**config.mk**
```make
export PLATFORM = sky130hd
export DESIGN_NAME = pet_front
export DESIGN_NICKNAME = d
export VERILOG_FILES = /design/src/pet_pkg.sv /design/src/pet_front.sv
export SDC_FILE = /design/constraint.sdc
export NUM_CORES = 1
export LEC_CHECK = 0
export BUFFER_PORTS_ARGS = -buffer_cell sky130_fd_sc_hd__buf_2
export CORE_MARGIN = 1
export CORE_UTILIZATION = 38
export CTS_CLUSTER_DIAMETER = 60
export DETAILED_ROUTE_END_ITERATION = 8
export PLACE_DENSITY = 0.76
export SLEW_MARGIN = 20
export SYNTH_ARGS = -nofsm -noshare
export SYNTH_HDL_FRONTEND = slang
export SYNTH_SLANG_ARGS = --single-unit
```
**constraint.sdc**
```tcl
create_clock -name clk_i -period 2.8 [get_ports clk_i]
set_clock_uncertainty 0.15 [all_clocks]
set_input_delay 0.14 -clock clk_i [delete_from_list [all_inputs] [get_ports clk_i]]
set_output_delay 0.14 -clock clk_i [all_outputs]
set_load 0.1 [all_outputs]
```
**src/pet_pkg.sv**
```systemverilog
// Types and constants shared by the pheromone edge table modules.
// No dependencies.
package pet_pkg;

  // Command codes on the input item.
  localparam logic [2:0] CMD_ADD    = 3'd0;
  localparam logic [2:0] CMD_LOOKUP = 3'd1;
  localparam logic [2:0] CMD_INC    = 3'd2;
  localparam logic [2:0] CMD_EVAP   = 3'd3;
  localparam logic [2:0] CMD_RESET  = 3'd4;

  // Configuration register indexes.
  localparam logic [2:0] CFG_INIT    = 3'd0;
  localparam logic [2:0] CFG_RATE    = 3'd1;
  localparam logic [2:0] CFG_FLOOR   = 3'd2;
  localparam logic [2:0] CFG_CEILING = 3'd3;
  localparam logic [2:0] CFG_CEIL_EN = 3'd4;

  localparam logic [31:0] ABSENT_VALUE = 32'hFFFF_0000;
  localparam logic [30:0] PHERO_MAX    = 31'h7FFF_FFFF;
  localparam logic [16:0] ONE_Q16      = 17'h1_0000;

  // Operation after classification by the front.
  typedef enum logic [2:0] {
    OP_ADD,
    OP_INC,
    OP_EVAP,
    OP_RESET,
    OP_REPORT
  } op_e;

  typedef struct packed {
    logic [2:0]         command;
    logic [5:0]         node_first;
    logic [5:0]         node_second;
    logic signed [31:0] distance;
    logic [30:0]        amount;
  } cmd_t;

  typedef struct packed {
    logic               accepted;
    logic               edge_exists;
    logic signed [31:0] length;
    logic signed [31:0] pheromone;
  } res_t;

  typedef struct packed {
    logic [30:0] initial_pheromone;
    logic [16:0] evaporation_rate;
    logic [30:0] pheromone_floor;
    logic [30:0] pheromone_ceiling;
    logic        ceiling_enable;
  } cfg_t;

  // Classified item passed from front to back.
  typedef struct packed {
    op_e                op;
    logic               in_range;
    logic signed [31:0] distance;
    logic [30:0]        amount;
  } item_t;

  // One word of the edge store.
  typedef struct packed {
    logic        valid;
    logic [30:0] length;
    logic [30:0] phero;
  } entry_t;

endpackage

```
**src/pet_front.sv**
```systemverilog
// Front of the edge table: takes commands, maps the node pair to a slot
// and classifies the operation. Depends on pet_pkg.
module pet_front #(
  parameter int NODE_COUNT = 64,
  parameter int SLOT_W     = 12
) (
  input  logic                clk_i,
  input  logic                rst_ni,
  input  logic                start_i,
  input  pet_pkg::cmd_t       cmd_i,
  input  logic [16:0]         rate_i,
  input  logic                clearing_i,
  input  logic                queue_full_i,
  output logic                busy_o,
  output logic                push_o,
  output pet_pkg::item_t      item_o,
  output logic [SLOT_W-1:0]   slot_o
);

  logic                vld_q, vld_d;
  pet_pkg::item_t      item_q, item_d;
  logic [SLOT_W-1:0]   slot_q, slot_d;
  logic                accept;
  logic [5:0]          lo, hi;
  logic                evap_active;

  assign busy_o = clearing_i || (vld_q && queue_full_i);
  assign accept = start_i && !busy_o;
  assign push_o = vld_q && !queue_full_i;
  assign item_o = item_q;
  assign slot_o = slot_q;

  assign lo = (cmd_i.node_first < cmd_i.node_second) ? cmd_i.node_first : cmd_i.node_second;
  assign hi = (cmd_i.node_first < cmd_i.node_second) ? cmd_i.node_second : cmd_i.node_first;
  assign evap_active = (rate_i != '0) && (rate_i <= pet_pkg::ONE_Q16);

  always_comb begin
    vld_d  = vld_q;
    item_d = item_q;
    slot_d = slot_q;
    if (push_o) begin
      vld_d = 1'b0;
    end
    if (accept) begin
      vld_d           = 1'b1;
      item_d.in_range = (32'(hi) < 32'(NODE_COUNT));
      item_d.distance = cmd_i.distance;
      item_d.amount   = cmd_i.amount;
      slot_d          = SLOT_W'(lo) * SLOT_W'(NODE_COUNT) + SLOT_W'(hi);
      case (cmd_i.command)
        pet_pkg::CMD_ADD:    item_d.op = pet_pkg::OP_ADD;
        pet_pkg::CMD_INC:    item_d.op = pet_pkg::OP_INC;
        pet_pkg::CMD_EVAP:   item_d.op = evap_active ? pet_pkg::OP_EVAP : pet_pkg::OP_REPORT;
        pet_pkg::CMD_RESET:  item_d.op = pet_pkg::OP_RESET;
        default:             item_d.op = pet_pkg::OP_REPORT;
      endcase
    end
  end

  always_ff @(posedge clk_i or negedge rst_ni) begin
    if (!rst_ni) begin
      vld_q <= 1'b0;
    end else begin
      vld_q <= vld_d;
    end
  end

  always_ff @(posedge clk_i) begin
    item_q <= item_d;
    slot_q <= slot_d;
  end

endmodule

```
== Word-level counts from Yosys, hierarchy flattened ==
Cells that the tools add are included.
Operators by class
  add/sub/neg operators: 1
  $lt $le $gt $ge: 2
  equality and inequality tests: 3
  mux-type cells: 6
  reduce and logical (&&, ||, !) cells: 10
Operators by type and width (count)
  $le 17x17->1 const B: 1
  $reduce_bool 17->1: 1
  $add 12x6->12: 1
  $mux 6: 2
  $pmux 3 s4: 1
  $eq 3x2->1 const B: 2
  $lt 6x6->1: 1
  $logic_and 1x1->1: 4
  $eq 3x3->1 const B: 1
  $logic_not 3->1: 1
  $mux 3: 1
  $logic_not 1->1: 2
  $mux 1: 2
  $reduce_bool 2->1: 1
  $logic_or 1x1->1: 1
Word-level totals
  register bits: 79
  logic and storage cells: 27

== Logic depth before layout (Yosys ltp) ==
Gate-level depths: netlist of the first run.
  depth in word-level cells: 5
  gate-level depth with buffers: 7
  depth with buffers taken out: 6

== Worst setup path before layout of the first run ==
OpenSTA, ideal clock, no wires.
  path type: register -> register
  from: register vld_q
  to: register item_q, in the netlist item_o[0] (enable)
  setup time: 0.446 ns
  arrival: 2.403 ns
  data required time: 2.204 ns
  setup slack: -0.199 ns
  stages on the path, launching flop included: 3
  buffers on the path: 0
  clock period less this slack: 2.999 ns
  cell sequence: dfrtp_1 -> a21oi_1 -> and2_1
On the way
  word-level cells in the longest chain between the ends: 4
RTL lines
  start, declared: RTL line pet_front.sv:20  | logic vld_q, vld_d;
  start signal, assigned: RTL line pet_front.sv:64  | vld_q <= vld_d;
  $logic_and 1x1->1: RTL line pet_front.sv:27  | assign busy_o = clearing_i || (vld_q && queue_full_i);
  $logic_or 1x1->1: RTL line pet_front.sv:27
  $logic_not 1->1: RTL line pet_front.sv:28  | assign accept = start_i && !busy_o;
  $logic_and 1x1->1: RTL line pet_front.sv:28
  named net accept: RTL line pet_front.sv:23  | logic accept;
  end signal, assigned: RTL line pet_front.sv:69  | item_q <= item_d;
  end, declared: RTL line pet_front.sv:21  | pet_pkg::item_t item_q, item_d;
The timed path passes the listed nets, and every way through them passes these cells.
A chain may end at the register's enable or synchronous reset.

== Worst setup path after layout of the first run ==
  from: input cmd_i[70] (netlist bit)
  to: register slot_q[2] (netlist: slot_o[2]), data pin
On the way
  word-level cells in the longest chain between the ends: 3
RTL lines
  start, declared: RTL line pet_front.sv:10  | input pet_pkg::cmd_t cmd_i,
  $lt 6x6->1: RTL line pet_front.sv:34  | assign hi = (cmd_i.node_first < cmd_i.node_second) ? cmd_i.node_second : cmd_i.node_first;
  $mux 6: RTL line pet_front.sv:34
  named net hi[2]: RTL line pet_front.sv:24  | logic [5:0] lo, hi;
  $add 12x6->12: RTL line pet_front.sv:49  | slot_d = SLOT_W'(lo) * SLOT_W'(NODE_COUNT) + SLOT_W'(hi);
  end signal, assigned: RTL line pet_front.sv:70  | slot_q <= slot_d;
  end, declared: RTL line pet_front.sv:22  | logic [SLOT_W-1:0] slot_q, slot_d;
The timed path passes the listed nets, and every way through them passes these cells.

==> results of run 1 <==
==> cell type report <==
cell class	count	area (um^2)
Clock buffer	9	124
Clock inverter	7	72.6
Timing Repair Buffer	268	1790
Fill cell	474	2050
Tap cell	96	120
Sequential cell	79	2370
Inverter	6	22.5
Multi-Input combinational cell	44	395
==> logic make-up after synthesis <==
kind of cell	count (synthesis)	share of synthesized area, %
and+or+nand+nor	15	3.23
xor gates and xnor gates	2	0.628
adders and majority gates	5	2.24
muxes	13	5.20
buffers and inverters	8	1.48
AOI/OAI and AO/OA	8	2.24
other	1	0.134
DFF	79	84.8
==> worst min path at each step <==
stage          startpoint         end  slack [ns]  cells past startpoint
2_1_floorplan      rst_ni       vld_q       -0.31                      0
4_1_cts         cmd_i[77]  item_o[66]       0.005                      3
3_5_place_dp       rst_ni       vld_q       -0.23                      1
6_report        cmd_i[77]  item_o[64]        0.06                      3
5_1_grt         cmd_i[76]  item_o[65]        0.05                      2
3_3_place_gp       rst_ni       vld_q       -0.23                      1
==> state kept, by name (all words and copies together) (netlist names) <==
register / cells
slot_o: 12
item_o: 66
vld_q: 1
==> layout by cell type, fill, tap and decap left out <==
cell type,synthesis,layout
a31o_2,1,1
o21ai_1,1,1
xor2_1,1,1
edfxtp_1,78,78
or3b_1,1,1
inv_8,0,1
a21oi_1,2,2
nand3_1,2,2
buf_4,1,2
and2_4,0,1
nor2_1,1,1
mux2_2,12,12
nand2_1,1,1
dlygate4sd3_1,0,86
clkinv_1,0,1
a21o_1,3,3
clkbuf_8,0,9
inv_1,6,6
buf_2,0,179
ha_1,5,5
buf_12,0,1
xnor2_1,1,1
mux2i_1,1,1
nand4_1,1,1
bufinv_16,0,1
nor2b_1,3,3
dfrtp_1,1,1
nor3b_1,1,1
clkinv_2,0,2
a41oi_4,0,1
clkinv_4,0,2
conb_1,1,1
nor4_1,4,4
==> metal layers <==
metal / GRT usage, % / vias to the layer above / part of all wire, %
met3: 7.16 / 25 / 6.6
met1: 20.3 / 1072 / 35
met4: 11.3 / 0 / 3.0
met2: 40.4 / 104 / 56
li1: - / 1065 / -
met5: 0 / - / 0
==> repair_timing <==
item	4_1_cts	5_1_grt
gates resized for setup	0	1
setup buffers	0	1
endpoints found under the setup margin	0	3
hold buffers	86	0
hold endpoints to repair	79	0
==> worst reg2reg max path, delay by kind of cell, from the launching register on <==
kind / cells / cell delay [ns]
compound gates: 1 / 0.20
flops: 1 / 0.40
buf+inv: 1 / 0.32
simple gates: 1 / 0.44
==> power groups by stage <==
| stage | registers (W) | clock network (W) | logic [W] |
|---|---|---|---|
| after floorplan | 0.00178 | 0 | 0.000100 |
| after global placement | 0.00141 | 0 | 0.000597 |
| after detailed placement | 0.00141 | 0 | 0.000606 |
| after CTS | 0.00138 | 0.000849 | 0.000708 |
| after global routing | 0.00139 | 0.000909 | 0.000751 |
| final | 0.00138 | 0.000844 | 0.000724 |
==> stage by stage <==
stage | setup WS (ns) | cells
global placement | 0.571 | 406
detailed placement | 0.513 | 406
global route | 0.117 | 509
CTS | 0.00596 | 508
floorplan | 0.670 | 131
finish | 0.180 | 509
==> out/metrics.yaml, run 1 <==
synthTopCellsByArea: "edfxtp_1 (84%), mux2_2 (4.8%), ha_1 (2.2%), dfrtp_1 (0.90%), nor4_1 (0.90%)"
synth.avg_cell_area_um2: 21.3
cts-root-buf: "clkbuf_8"
syn_to_final_growth_pct: 75.4
synth-seq-cells: 79
final_nets: 513
critPathCaptureType: "register"
required_ns: 2.74
p_total_w: 0.00295
drc: 0
crit_top_cell: "dlygate4sd3_1"
via_per_inst: 4.45
dieWidth_um: 87.7
async_flop_share_pct: 1.27
rsz0062_at_grt: "no"
setup.worst_path.class: "input port to register"
slew_violations: 0
synth.top_cells.by_count: "edfxtp_1 (78), mux2_2 (12), inv_1 (6), ha_1 (5), nor4_1 (4)"
fmax_mhz: 382
worst_slew_pin_slew_ns: 0.519
die-area_um2: 7690
min_period_ns: 2.62
netlist_area_um2: 2790
core-area_um2: 6940
grt-ovfl-total: 0
status: "finished, final reports clean"
drtIter0Drc: 106
syn-num-nets: 236
hold_violations: 0
reg2reg_from: "vld_q"
synth_largest_area_cell: "edfxtp_1"
rows: 30
synthFlopType: "edfxtp_1"
critPathBufInv: 4
place.detailed.hpwl_um: 4970
yosysTopAreaCellShare_pct: 83.9
relSlewSlack_pct: 65.6
cp_num_cells: 9
arrival_ns: 2.56
maxCapViolations: 0
cts_tree: "done"
clk_pin_slew_ns: 0.09
endpoint: "slot_o[2]"
power.density_nw_per_um2: 603
cp-start-kind: "input port"
path_delay_family: "buffers and inverters"
switchingPower_w: 0.000954
wire_per_inst_um: 16.6
synth_edf_count: 78
grt_use_total_pct: 21.4
antenna_found_initial: 0
vias: 2266
fin_setup_tns_ns: 0
grt_pass1_wl_um: 11700
post-route-util_pct: 70.5
hold_ws_ns: 0.0608
pwr-share-comb_pct: 24.5
sequentialPowerShare_pct: 46.9
drive_gt1_share_pct: 51.3
leakage_nw: 2.12
portBuffers: 179
rr_worst_depth: 3
path_cells: "dlygate4sd3_1 -> buf_2 -> ha_1 -> nand2_1 -> o21ai_1 -> a41oi_4 -> buf_4 -> mux2_2 -> dlygate4sd3_1"
peakVddDrop_mv: 0.300
grt_pass1_vias: 2434
io_pins: 181
cts_buffer_depth: 2
worstPathMaxFanout: 6
slowest_delay_ns: 0.56
place_area_um2: 3820
initial_core_util_pct: 40.2
synth_cells: 131
design_area_um2: 4890
synth_cell_type_count: 25
yosysMostFrequentCell: "edfxtp_1"
cp_slowest_cell: "dlygate4sd3_1"
insertion_delay_ns: 0.34
r2r_slack_ns: 0.96
ant_nets: 0
cts_sinks: 79
cts_buffers: 9
r2r_end: "item_o[42]"
antenna_cells: 0
ys_seq_area_share_pct: 84.8
gp_congestion: 0.754
period_share_pct: 93.6
first_pass_iters: 4
p_int_w: 0.00200
clkPwrFrac_pct: 28.6
setup_viol_count_final: 0
fp.dieH_um: 87.7
yosys_warnings: 0
drt-total-wl_um: 8470
hp-class: "input port to register"
grt_start_max_net_pins: 51
p_sw_share_pct: 32.3
crit_start: "cmd_i[70]"
htreeDepth: 3
(Power assumes the default switching activity.)
==> inputs of run 2 (changes only) <==
- PLACE_DENSITY: 0.76 -> 0.74
==> out/metrics.yaml, run 2 (synthesis results as in run 1) <==
drt-total-wl_um: 7590
first_pass_iters: 4
post_cts_buffers: 0
antenna_cells: 0
slew_violations: 0
hold_violations: 0
grt_pass1_wl_um: 11000
worst_slew_pin_slew_ns: 0.719
grt_start_max_net_pins: 38
cts_buffer_depth: 2
multi_input_area_um2: 384
cts_sinks: 79
ant_nets: 0
drive_gt1_share_pct: 52.2
preCtsSetupSlack_ns: 0.462
initial_core_util_pct: 40.2
layout_common_cells: "buf_2 (179), dlygate4sd3_1 (81), edfxtp_1 (78), mux2_2 (12), clkbuf_8 (9)"
grt-ovfl-total: 0
grt_pass1_vias: 2263
post_cts_resize_count: 0
cp_slowest_cell: "a41oi_2"
largest_reg_flops: 66
via_per_inst: 4.35
path_cells: "dlygate4sd3_1 -> buf_2 -> inv_1 -> ha_1 -> a21o_1 -> a21o_1 -> a41oi_2 -> mux2_2"
required_ns: 2.74
rows: 30
setup_viol_count_final: 0
cts_buffers: 9
wire_per_inst_um: 15.1
path_delay_family: "compound AO/OA/AOI/OAI gates"
p_total_w: 0.00303
portBuffers: 179
slowest_delay_ns: 0.59
final_common_cell: "buf_2"
worstPathMaxFanout: 12
syn_to_final_growth_pct: 74.3
setup.worst_path.class: "input port to register"
dieWidth_um: 87.7
drtIter0Drc: 70
insertion_delay_ns: 0.33
place_area_um2: 3820
leakage_nw: 2.10
fmax_mhz: 393
power.density_nw_per_um2: 622
rsz0062_at_grt: "no"
regArea_um2: 2370
maxCapViolations: 0
critPathBufInv: 3
hold_buffers: 81
cts_tree: "done"
cts-root-buf: "clkbuf_8"
core-area_um2: 6940
clk_pin_slew_ns: 0.08
fp.dieH_um: 87.7
design_area_um2: 4860
status: "finished, final reports clean"
period_share_pct: 90.9
cp-start-kind: "input port"
die-area_um2: 7690
place.detailed.hpwl_um: 4780
crit_top_cell: "a21o_1"
critPathCaptureType: "register"
post-route-util_pct: 70.0
vias: 2190
antenna_found_initial: 0
htreeDepth: 3
final_nets: 508
drc: 0
peakVddDrop_mv: 0.302
grt_use_total_pct: 19.9
fin_setup_tns_ns: 0
gp_congestion: 0.743
hp-class: "input port to register"
arrival_ns: 2.49
relSlewSlack_pct: 52.1
fin_ws_ns: 0.255
fillers: 469
io_pins: 181
min_period_ns: 2.55
[run 2: path summary, 6_finish.rpt]
| check | to | depth (start not counted) | slack (ns) | start |
|---|---|---|---|---|
| max | slot_o[8] | 8 | 0.25 | cmd_i[67] |
| min | item_o[65] | 2 | 0.03 | cmd_i[76] |
| max reg2reg | item_o[10] | 3 | 0.87 | vld_q |
| min reg2reg | vld_q | 1 | 0.38 | vld_q |
| max in group asynchronous | vld_q | 3 | 1.87 | rst_ni |
| min in group asynchronous | vld_q | 3 | 0.52 | rst_ni |
[run 2: per-layer routing]
layer / global-route usage, % / share of wire [%] / up-vias
li1: - / - / 1056
met5: 0 / 0 / -
met3: 6.79 / 7.2 / 4
met1: 20.2 / 36 / 1029
met2: 37.9 / 56 / 101
met4: 6.26 / 0.70 / 0
[run 2: area by class of cell]
type / count / share of cell area, %
clock buffer: 9 / 2.55
inverter: 6 / 0.463
clock inverter: 7 / 2.14
multi-input combinational: 44 / 7.90
timing repair buffer: 263 / 35.8
sequential: 79 / 48.7
tap: 96 / 2.47
[run 2: where the power goes]
part | switching, W | internal [W]
Combinational | 0.000501 | 0.000198
Clock | 0.000431 | 0.000514
Sequential | 0.0000136 | 0.00137
Total | 0.000946 | 0.00208
[run 2: metrics by stage]
| step | instances | hold slack (ns) |
|---|---|---|
| 2_1_floorplan | 131 | -0.306 |
| 4_1_cts | 504 | 0.00504 |
| 5_1_grt | 504 | 0.0179 |
| 3_5_place_dp | 407 | -0.232 |
| 6_report | 504 | 0.0285 |
| 3_3_place_gp | 407 | -0.235 |
