## src/pet_queue.sv

```systemverilog
// Small FIFO between the front and back of the edge table.
// No dependencies.
module pet_queue #(
  parameter int WIDTH = 8,
  parameter int DEPTH = 2
) (
  input  logic             clk_i,
  input  logic             rst_ni,
  input  logic             push_i,
  input  logic [WIDTH-1:0] data_i,
  input  logic             pop_i,
  output logic [WIDTH-1:0] data_o,
  output logic             empty_o,
  output logic             full_o
);

  localparam int PW = (DEPTH > 1) ? $clog2(DEPTH) : 1;
  localparam int CW = $clog2(DEPTH + 1);

  logic [WIDTH-1:0] slot_q [DEPTH];
  logic [PW-1:0]    wptr_q, wptr_d, rptr_q, rptr_d;
  logic [CW-1:0]    count_q, count_d;
  logic             do_push, do_pop;

  assign empty_o = (count_q == '0);
  assign full_o  = (count_q == CW'(DEPTH));
  assign do_push = push_i && !full_o;
  assign do_pop  = pop_i && !empty_o;
  assign data_o  = slot_q[rptr_q];

  always_comb begin
    wptr_d  = wptr_q;
    rptr_d  = rptr_q;
    count_d = count_q;
    if (do_push) begin
      wptr_d = (wptr_q == PW'(DEPTH - 1)) ? '0 : wptr_q + 1'b1;
    end
    if (do_pop) begin
      rptr_d = (rptr_q == PW'(DEPTH - 1)) ? '0 : rptr_q + 1'b1;
    end
    if (do_push && !do_pop) begin
      count_d = count_q + 1'b1;
    end else if (do_pop && !do_push) begin
      count_d = count_q - 1'b1;
    end
  end

  always_ff @(posedge clk_i or negedge rst_ni) begin
    if (!rst_ni) begin
      wptr_q  <= '0;
      rptr_q  <= '0;
      count_q <= '0;
    end else begin
      wptr_q  <= wptr_d;
      rptr_q  <= rptr_d;
      count_q <= count_d;
    end
  end

  always_ff @(posedge clk_i) begin
    if (do_push) begin
      slot_q[wptr_q] <= data_i;
    end
  end

endmodule

```

## config.mk

```make
export PLATFORM = sky130hd
export DESIGN_NAME = pet_queue
export DESIGN_NICKNAME = d
export VERILOG_FILES = /design/src/pet_queue.sv
export SDC_FILE = /design/constraint.sdc
export NUM_CORES = 1
export LEC_CHECK = 0
export ABC_AREA = 0
export BUFFER_PORTS_ARGS = -buffer_cell sky130_fd_sc_hd__buf_2
export CAP_MARGIN = 20
export CORE_UTILIZATION = 50
export DETAILED_ROUTE_END_ITERATION = 8
export PLACE_DENSITY = 0.81
export SETUP_SLACK_MARGIN = 0.3
export SYNTH_ARGS = -nofsm -noshare
export SYNTH_HDL_FRONTEND = slang
export SYNTH_SLANG_ARGS = --single-unit
```

## constraint.sdc

```tcl
create_clock -name clk_i -period 2.35 [get_ports clk_i]
set_clock_uncertainty 0.2 [all_clocks]
set_input_delay 0.235 -clock clk_i [delete_from_list [all_inputs] [get_ports clk_i]]
set_output_delay 0.235 -clock clk_i [all_outputs]
set_load 0.005 [all_outputs]
```

# After elaboration in Yosys (flattened, before gate mapping)
# Memories as Yosys holds them, arrays and structs flattened.
# Index checks and enable logic that the tools add are counted.
dict set report totals {
  reg_bits 4
  mem_bits_rw 16
  inputBits 12
  out_inout_bits 10
  elab_cells 25
  n_memories 1
}
dict set report op_classes {
  add_sub_neg 4
  eq_ne 1
  n_mux 6
  n_reduce_logical 10
}
# name words width read_ports rd_ports_with_merged_regs write_ports line_no
set memory_table {}
lappend memory_table {slot_q 2 8 1 0 1 20} ;# logic [WIDTH-1:0] slot_q [DEPTH];
# op count
set op_table {}
lappend op_table {{logical AND 1 bit} 4}
lappend op_table {{zero test 1 bit} 4}
lappend op_table {{two-way mux 1 bit} 4}
lappend op_table {{two-way mux 2 bit} 2}
lappend op_table {{adder 1 bit, second input constant} 2}
lappend op_table {{adder 2 x 1 -> 2 bit, second input constant} 1}
lappend op_table {{equality test 2 bit, second input constant} 1}
lappend op_table {{zero test 2 bit} 1}
lappend op_table {{nonzero test 2 bit} 1}
lappend op_table {{subtractor 2 x 1 -> 2 bit, second input constant} 1}

# Logic depth before layout (Yosys ltp)
# Gate-level depths: netlist of the first run.
dict set report depth {
  depth_word 7
  mapped_depth 7
  depth_no_buf 7
}

# Least setup slack after synthesis of the first run
# Ideal clock, no wire load.
dict set report synth_path {
  path_type {register to register}
  from {reg count_q[0]}
  to {mem slot_q[0][0] (enable)}
  setup_ns 0.370
  arrival_time_ns 1.004
  t_required_ns 1.780
  path_slack_ns 0.776
  stages_incl_launch_ff 4
  n_path_buf 0
  synth_period_minus_slack_ns 1.574
  cell_sequence {dfrtp_1 > nand2b_1 > nand2_2 > nor2_1}
}
dict set report synth_between {
  elab_chain_cells 5
}
# item line_no
set synth_rtl {}
lappend synth_rtl {{from (decl)} 22} ;# logic [CW-1:0] count_q, count_d;
lappend synth_rtl {{from (signal assigned)} 56} ;# count_q <= count_d;
lappend synth_rtl {{equality test 2 bit} 26} ;# assign full_o = (count_q == CW'(DEPTH));
lappend synth_rtl {{zero test 1 bit} 27} ;# assign do_push = push_i && !full_o;
lappend synth_rtl {{logical AND 1 bit} 27}
lappend synth_rtl {{two-way mux 1 bit} 61} ;# if (do_push) begin
lappend synth_rtl {{two-way mux 1 bit (not written as such)} 62} ;# slot_q[wptr_q] <= data_i;
lappend synth_rtl {{to (decl)} 20}
# No other way between the ends.

# Worst setup path after layout of the first run
dict set report layout_path {
  from {reg rptr_q}
  to {out data_o[2]}
}
dict set report layout_between {
  elab_chain_cells 1
}
# item line_no
set layout_rtl {}
lappend layout_rtl {{from (decl)} 21} ;# logic [PW-1:0] wptr_q, wptr_d, rptr_q, rptr_d;
lappend layout_rtl {{from (signal assigned)} 55} ;# rptr_q <= rptr_d;
lappend layout_rtl {{memory read (2 x 8 bit)} -}
lappend layout_rtl {{to (decl)} 12} ;# output logic [WIDTH-1:0] data_o,
# No other way between the ends.

==> results.md, run 1 <==
- Worst hold path depth: 3
- DRC viols: 0
- Register area share after synthesis: 75.0%
- GR Overflow Total: 0
- Critical path's slowest cell: dfrtp_1
- Most frequent cells in the layout: 21 x buf_2, 16 x edfxtp_1, 9 x dlygate4sd3_1
- Final Critical Period: 1800 ps
- Gr usage total: 17.4%
- Final Instance Area: 0.00101 mm2
- Vias per cell: 4.96
- Worst EP arrival: 1370 ps
- Most common cell after layout, fill and taps aside: buf_2
- Setup TNS Final: 0 ps
- Register-to-register setup slack: 600 ps
- Post-CTS Setup Inserts: 0
- Routed len/inst: 13.4 um
- P per Cell Area: 1040 mW/mm2
- # IOs: 22
- Num CTS Buffers: 3
- Final hold vios: 0
- Worst vdd ir: 633 uV
- Post-DRT Antenna Nets: 0
- Area post-placement: 893 um2
- Cts hold-fix bufs: 9
- Crit-path max FO: 9
- Row count: 13
- CTS tree: yes
- Crit path capture type: output port
- Crit path kind: register to output port
- LEAKAGE: 0.421 nW
- Core area: 0.00137 mm2
- CTS root buffer: clkbuf_4
- Max Buffers Root-to-Sink: 2
- Worst Min Path Start: push_i
- Final Power: 1.05 mW
- Hold WS: 27.4 ps
- Worst Path Required: 1910 ps
- Antenna cells: 0
- Initial antenna violation count: 0
- Syn Area/Cell: 17.6 um2
- DIE WIDTH: 41.4 um
- Final Cycle Share: 76.8%
- RR Endpoint: slot_q[0][6]
- Final core utilization: 73.9%
- Area Overhead vs Synth: 30.4%
- Initial DRC count: 15
- Cell variety after synth: 14
- Vias: 456
- Vias in the first global route: 423
- Initial Util: 56.7%
- Actual slew at the worst max-slew pin: 637 ps
- RR Startpoint: count_q[0]
- Status: finished clean
- Warnings from Yosys: 0
- Maximum clock frequency: 554 MHz
- Gpl congestion: 0.640
- Critical path's largest stage delay: 590 ps
- Post-Syn Instances: 44
- DIE AREA: 0.00171 mm2
- Total Wirelength: 1230 um
- RSZ-0062 raised after global routing: no
- Min-Delay Endpoint: wptr_q
- CTS resizes: 0
- Max_slew headroom: 57.4%
- Critical path cell sequence: mux2_1, buf_2
- Clk Latency, worst-skew pair: 280 ps
- DR pass1 iterations: 4
- Maxcap violations: 0
- H-tree level count: 1
- IO Port Bufs: 21
- Largest net degree at the start of global routing: 12
- HPWL Detailed: 830 um
- Cell area after synthesis: 774 um2
- Mapped Nets: 57
- NumNets Final: 91
- Startpoint Class: register
- R2R depth: 3
- Max-slew violations: 0
- Die span in y: 41.4 um
- Global-route wire length before repair: 1810 um
- CTS clk-pin slew, worst paths: 110 ps
- Min-delay worst type: input pin to register
- Clock Sinks: 20
- Layout cells sized above 1: 33.8%
- Seq cells post-synth: 20
- # setup viols final: 0
[area by class of cell]
| cell class | instances | area [um2] |
|---|---|---|
| fill | 94 | 357 |
| inverter | 2 | 7.51 |
| tap | 15 | 18.8 |
| clock inverter | 1 | 3.75 |
| sequential | 20 | 581 |
| clock buffer | 3 | 22.5 |
| multi-input combinational | 21 | 181 |
| timing repair buffer | 30 | 195 |
[stage by stage]
stage | worst slack (ps) | instances
CTS | 533 | 92
global placement | 670 | 79
global route | 462 | 92
detailed placement | 583 | 79
floorplan | 776 | 44
finish | 545 | 92
[registers in the layout, indices dropped and copies added, names as in the netlist]
signal	count
rptr_q	1
count_q	2
wptr_q	1
slot_q	16
[cell usage after synthesis]
| cell type | number | area share (%) |
|---|---|---|
| xnor2_1 | 3 | 3.4 |
| inv_1 | 2 | 0.97 |
| mux2_2 | 1 | 1.5 |
| dfrtp_1 | 4 | 13 |
| o21ai_1 | 1 | 0.65 |
| and3_1 | 1 | 0.81 |
| buf_2 | 1 | 0.65 |
| nor2_1 | 3 | 1.5 |
| nand2_2 | 1 | 0.81 |
| edfxtp_1 | 16 | 62 |
| nand2b_1 | 1 | 0.81 |
| xor2_1 | 2 | 2.3 |
| ha_1 | 1 | 1.6 |
| mux2_1 | 7 | 10 |
[critical path, delay by kind of cell (launching register included)]
kind / cells / cell delay (ps)
buffers and inverters: 1 / 130
DFF: 1 / 590
muxes: 1 / 370
[routing by layer]
layer,GRT usage [%],wire [um]
met4,6.45,16
met3,3.19,52
met1,23.0,541
met5,0,0
met2,28.5,623
[worst max-delay path by stage]
stage,start,to,cells after the start
finish,rptr_q,data_o[2],2
global route,rptr_q,data_o[2],2
CTS,rptr_q,data_o[1],2
detailed placement,count_q[0],slot_q[0][3],3
global placement,count_q[0],slot_q[0][5],3
floorplan,count_q[0],slot_q[0][0],3
[cells by family (layout without fill, tap and decap cells)]
group / after synthesis / count (layout) / synth area share, %
DFF: 20 / 20 / 75.0
muxes: 8 / 8 / 11.6
and+or+nand+nor: 6 / 6 / 3.88
xor gates and xnor gates: 5 / 5 / 5.66
buffers and inverters: 3 / 36 / 1.62
adders and majority gates: 1 / 1 / 1.62
AOI/OAI and AO/OA: 1 / 1 / 0.646
[power breakdown]
group	leakage (nW)	switching [mW]	total [mW]	internal (mW)
Clock	0.0154	0.0918	0.153	0.0616
Sequential	0.195	0.0732	0.569	0.496
Combinational	0.211	0.149	0.329	0.180
Total	0.421	0.314	1.05	0.737
Note: power is estimated with default switching activity, not from simulation.
==> run 2, diff against run 1 <==
--- a/config.mk
+++ b/config.mk
@@ -5,12 +5,12 @@
 export SDC_FILE = /design/constraint.sdc
 export NUM_CORES = 1
 export LEC_CHECK = 0
-export ABC_AREA = 0
+export ABC_AREA = 1
 export BUFFER_PORTS_ARGS = -buffer_cell sky130_fd_sc_hd__buf_2
 export CAP_MARGIN = 20
-export CORE_UTILIZATION = 50
+export CORE_UTILIZATION = 49
 export DETAILED_ROUTE_END_ITERATION = 8
-export PLACE_DENSITY = 0.81
+export PLACE_DENSITY = 0.79
 export SETUP_SLACK_MARGIN = 0.3
 export SYNTH_ARGS = -nofsm -noshare
 export SYNTH_HDL_FRONTEND = slang
==> constraint.sdc (replaced) <==
create_clock -name clk_i -period 1.7 [get_ports clk_i]
set_clock_uncertainty 0.2 [all_clocks]
set_input_delay 0.17 -clock clk_i [delete_from_list [all_inputs] [get_ports clk_i]]
set_output_delay 0.17 -clock clk_i [all_outputs]
set_load 0.005 [all_outputs]
==> results.md, run 2 <==
- Status: finished clean
- Initial antenna violation count: 0
- Maximum clock frequency: 650 MHz
- Max reg flops: 16
- Hold WS: 28.9 ps
- Seq cells post-synth: 20
- LEAKAGE: 0.603 nW
- RSZ-0062 raised after global routing: yes
- DIE WIDTH: 43.1 um
- Crit path capture type: register
- Area Overhead vs Synth: 57.9%
- NumNets Final: 135
- IO Port Bufs: 21
- Placed Cells: 110
- Crit path kind: register to register
- Worst vdd ir: 1160 uV
- Most frequent cells in the layout: 23 x nand2_1, 19 x buf_2, 16 x edfxtp_1
- Fillers: 87
- # IOs: 22
- Final Worst Setup Slack: 162 ps
- Initial Util: 53.8%
- Crit-path max FO: 4
- Global-route wire length before repair: 2820 um
- Row count: 14
- P per Cell Area: 1600 mW/mm2
- Layout cells sized above 1: 49.6%
- Sequential Area: 584 um2
- Critical path's largest stage delay: 450 ps
- DRC viols: 0
- Max Buffers Root-to-Sink: 2
- Worst Setup SP: count_q[1]
- Largest net degree at the start of global routing: 12
- Maxcap violations: 0
- Worst Path Required: 1680 ps
- Clock Sinks: 20
- Biggest register: slot_q
- Gr usage total: 21.8%
- Count leader, synth: nand2_1
- Post-Syn Instances: 73
- GR Overflow Total: 0
- Largest cells by area after synthesis: edfxtp_1 58%, nand2_1 14%, dfrtp_1 12%, inv_1 2.7%, nand3b_4 2.4%
- Vias in the first global route: 628
- Num CTS Buffers: 3
- Clk Latency, worst-skew pair: 290 ps
- Setup TNS Final: 0 ps
- Core area: 0.00154 mm2
- HPWL Detailed: 996 um
- Max_slew headroom: 85.3%
- EDFF count, synth: 16
- CTS clk-pin slew, worst paths: 100 ps
- Total Wirelength: 2040 um
- Vias: 681
- Final core utilization: 85.0%
- CTS root buffer: clkbuf_4
- Gpl congestion: 0.796
- Worst Min Path Start: pop_i
- Initial DRC count: 15
- Crit path buffers/inverters: 2
- Startpoint Class: register
- Antenna cells: 0
- Mapped Nets: 86
- H-tree level count: 1
- Biggest regs: slot_q: 16 flops, count_q: 2 flops
- Critical path cell sequence: inv_2, nor2_4, nor2_4, ha_4, inv_4, nand3_2, nand2_1, nand2_1
- Routed len/inst: 14.9 um
- Crit path max-delay family: flip-flops
- DIE AREA: 0.00186 mm2
- Area leader, netlist: edfxtp_1
- Most common cell after layout, fill and taps aside: nand2_1
- Warnings from Yosys: 0
- Max-slew violations: 0
- Final Critical Period: 1540 ps
- Synth top area share: 57.9%
- Syn Area/Cell: 11.4 um2
- Ys flop type: edfxtp_1
- Post-route insts no fill: 137
- Final Cycle Share: 90.5%
- CTS tree: yes
- Vias per cell: 4.97
- Actual slew at the worst max-slew pin: 220 ps
- Critical path's slowest cell: dfrtp_2
- Post-DRT Antenna Nets: 0
- DR pass1 iterations: 4
- Pre-CTS WS: 153 ps
- Area of the multi-input gates: 284 um2
- Die span in y: 43.1 um
- RR Startpoint: count_q[1]
- Min-delay worst type: input pin to register
- # setup viols final: 0
- Cell variety after synth: 16
- Async SR Flop Fraction: 20.0%
- Register area share after synthesis: 70.0%
- Worst EP arrival: 1520 ps
- Final hold vios: 0
- Synth top cells by count: 32 x nand2_1, 16 x edfxtp_1, 6 x inv_1, 4 x dfrtp_1
- Cell area after synthesis: 830 um2
[run 2: area by class of cell]
cell class	count	area share, %
Timing Repair Buffer	45	27.0
Inverter	8	3.15
Tap cell	16	1.53
Multi-Input combinational cell	44	21.7
Clock buffer	4	2.01
Sequential cell	20	44.6
[run 2: final timing paths]
kind                                   end  cells past startpoint  slack, ps
worst max-delay path            count_q[1]                      8        160
worst min-delay path                rptr_q                      4         30
worst max register to register  count_q[1]                      8        160
worst min register to register      wptr_q                      2        300
max in group asynchronous       count_q[1]                      3        500
min in group asynchronous           wptr_q                      3        580
[run 2: layer usage]
layer	up-vias	global-route usage [%]	wire [um]	part of all wire, %
met1	311	24.6	834	41
met2	32	37.3	1070	52
met5	-	0	0	0
met4	0	12.1	59	2.9
li1	332	-	-	-
met3	6	5.11	76	3.7
[run 2: per-stage QoR]
stage | area (um2) | total power, mW
after floorplan | 838 | 1.16
after global placement | 966 | 1.35
after detailed placement | 966 | 1.39
after CTS | 1250 | 1.90
after global routing | 1310 | 2.21
final | 1310 | 2.09
[run 2: power breakdown]
group | leakage (nW) | internal (mW) | switching (mW)
sequential | 0.194 | 0.689 | 0.105
clock | 0.0150 | 0.0911 | 0.137
combinational | 0.394 | 0.540 | 0.531
[run 2: cell families (layout without fill, tap and decap cells)]
logic type | count (synthesis) | in the layout | share of synthesized area [%]
compound gates | 2 | 2 | 1.21
buf+inv | 9 | 57 | 4.22
simple gates | 40 | 40 | 22.0
flops | 20 | 20 | 70.0
xor+xnor | 1 | 1 | 1.06
fa+ha+maj | 1 | 1 | 1.51
[run 2: what timing repair did]
item / CTS / global route
hold endpoints to repair: 22 / 0
gates resized for setup: 12 / 16
pin swaps: 6 / 9
setup buffers: 9 / 1
hold buffers: 13 / 0
endpoints found under the setup margin: 20 / 28
[run 2: tightest hold or removal path: cells and delay by family]
| family | cells | cell delay [ps] |
|---|---|---|
| buffers and inverters | 1 | 100 |
| AOI/OAI and AO/OA | 1 | 80 |
| and+or+nand+nor | 2 | 130 |
==> run 3, diff against run 2 <==
--- a/config.mk
+++ b/config.mk
@@ -11,6 +11,7 @@
 export CORE_UTILIZATION = 49
 export DETAILED_ROUTE_END_ITERATION = 8
 export PLACE_DENSITY = 0.79
+export RECOVER_POWER = 25
 export SETUP_SLACK_MARGIN = 0.3
 export SYNTH_ARGS = -nofsm -noshare
 export SYNTH_HDL_FRONTEND = slang
==> constraint.sdc (replaced) <==
create_clock -name clk_i -period 1.6 [get_ports clk_i]
set_clock_uncertainty 0.2 [all_clocks]
set_input_delay 0.16 -clock clk_i [delete_from_list [all_inputs] [get_ports clk_i]]
set_output_delay 0.16 -clock clk_i [all_outputs]
set_load 0.005 [all_outputs]
==> results.md, run 3 (synthesis gave the netlist of run 2 again) <==
- RSZ-0062 raised after global routing: yes
- H-tree level count: 1
- Final hold vios: 0
- Vias per cell: 4.95
- Startpoint Class: register
- Cell internal pwr: 1.49 mW
- DIE AREA: 0.00186 mm2
- Num CTS Buffers: 3
- Crit path max-delay family: flip-flops
- Antenna cells: 0
- RR Startpoint: count_q[1]
- Worst Path Required: 1240 ps
- Initial Util: 53.8%
- # setup viols final: 0
- Pre-CTS WS: 107 ps
- Reg power frac: 37.2%
- DRC viols: 0
- Core area: 0.00154 mm2
- Area post-placement: 990 um2
- Area Overhead vs Synth: 54.9%
- Initial DRC count: 12
- # IOs: 22
- NumNets Final: 131
- Layout cells sized above 1: 49.6%
- GR Overflow Total: 0
- Post-route insts no fill: 133
- Clock Sinks: 20
- Critical path's largest stage delay: 500 ps
- Worst Setup SP: count_q[0]
- Critical path's slowest cell: dfrtp_2
- Gpl congestion: 0.809
- Status: finished clean
- Worst EP arrival: 1170 ps
- Max-slew violations: 0
- IO Port Bufs: 21
- Switching share of power: 35.7%
- Global-route wire length before repair: 2680 um
- P per Cell Area: 1800 mW/mm2
- Combinational Power Share: 45.1%
- Final core utilization: 83.4%
- Clk Latency, worst-skew pair: 300 ps
- Register-to-register setup slack: 80 ps
- Post-DRT Antenna Nets: 0
- Most common cell after layout, fill and taps aside: nand2_1
- Crit path kind: register to output port
- Hold WS: 10.5 ps
- CP endpoint: empty_o
- Largest net degree at the start of global routing: 13
- Crit path capture type: output port
- Gr usage total: 21.1%
- CTS tree: yes
- Maximum clock frequency: 654 MHz
- Placed Cells: 110
- Final Critical Period: 1530 ps
- Maxcap violations: 0
- Final Instance Area: 0.00128 mm2
- Setup TNS Final: 0 ps
- Vias: 659
- R2R depth: 8
- Sequential Area: 584 um2
- Max_slew headroom: 82.4%
- Worst vdd ir: 1430 uV
- Clk pwr share: 17.7%
- RR Endpoint: count_q[1]
- Biggest register: slot_q
- Total Wirelength: 1860 um
- Psw: 0.825 mW
- Max Buffers Root-to-Sink: 2
- Crit-path max FO: 6
- Most frequent cells in the layout: 24 x nand2_1, 19 x buf_2, 16 x edfxtp_1
- Final Power: 2.31 mW
- HPWL Detailed: 1020 um
- Max reg flops: 16
- Actual slew at the worst max-slew pin: 263 ps
- Initial antenna violation count: 0
- Critical path depth: 2
- DIE WIDTH: 43.1 um
- Routed len/inst: 14.0 um
- Biggest regs: slot_q: 16 flops, count_q: 2 flops
- Vias in the first global route: 655
- CTS root buffer: clkbuf_4
- Critical path cell sequence: nor2_1, buf_2
- CTS clk-pin slew, worst paths: 110 ps
- Final Worst Setup Slack: 72.0 ps
- DR pass1 iterations: 6
- Min-delay worst type: input pin to register
- Area of the multi-input gates: 299 um2
- LEAKAGE: 0.584 nW
- Fillers: 85
- Final Cycle Share: 95.5%
- Crit path buffers/inverters: 1
- Row count: 14
- Die span in y: 43.1 um
## run 3: cell count changes in the layout (fill, tap and decap cells not counted), moves of 2 or more
| cell | before | now |
|---|---|---|
| buf_6 | 5 | 1 |
| dlygate4sd3_1 | 13 | 11 |
| nand2_4 | 3 | 1 |
| o21ai_2 | 2 | 0 |
| o21ai_4 | 0 | 2 |
## run 3: cell type report
type,instances,area share (%)
Sequential cell,20,45.5
Multi-Input combinational cell,44,23.3
Timing Repair Buffer,41,22.1
Clock inverter,1,2.34
Tap cell,16,1.56
Clock buffer,3,1.75
Inverter,8,3.51
## run 3: how the worst min path moves through the flow
stage	from	to	cells after the start
after floorplan	rst_ni	count_q[0]	0
after global placement	rst_ni	wptr_q	1
after detailed placement	rst_ni	wptr_q	1
after CTS	push_i	wptr_q	4
after global routing	push_i	wptr_q	4
final	push_i	wptr_q	4
## run 3: tightest hold or removal path, delay by kind of cell
kind | cells | cell delay [ps]
AOI/OAI and AO/OA | 1 | 70
buffers and inverters | 1 | 120
and+or+nand+nor | 2 | 130
## run 3: timing repair
action / 4_1_cts / 5_1_grt
gates resized for setup: 4 / 20
hold buffers: 11 / 0
endpoints found under the hold margin: 21 / 0
pin swaps: 3 / 10
setup endpoints to repair: 28 / 29
buffers inserted: 5 / 3
## run 3: power by group through the flow
stage                     clock [mW]  sequential [mW]  combinational (mW)
after floorplan                    0            0.800               0.485
after global placement             0            0.829               0.673
after detailed placement           0            0.838               0.703
after CTS                      0.413            0.831               0.848
after global routing           0.432            0.877                1.13
final                          0.409            0.861                1.04
## run 3: routing by layer
layer	vias up	share of wire, %	track usage (%)
li1	325	-	-
met3	2	2.2	2.55
met1	313	42	19.3
met2	19	56	43.0
met5	-	0	0
met4	0	0.48	10.9
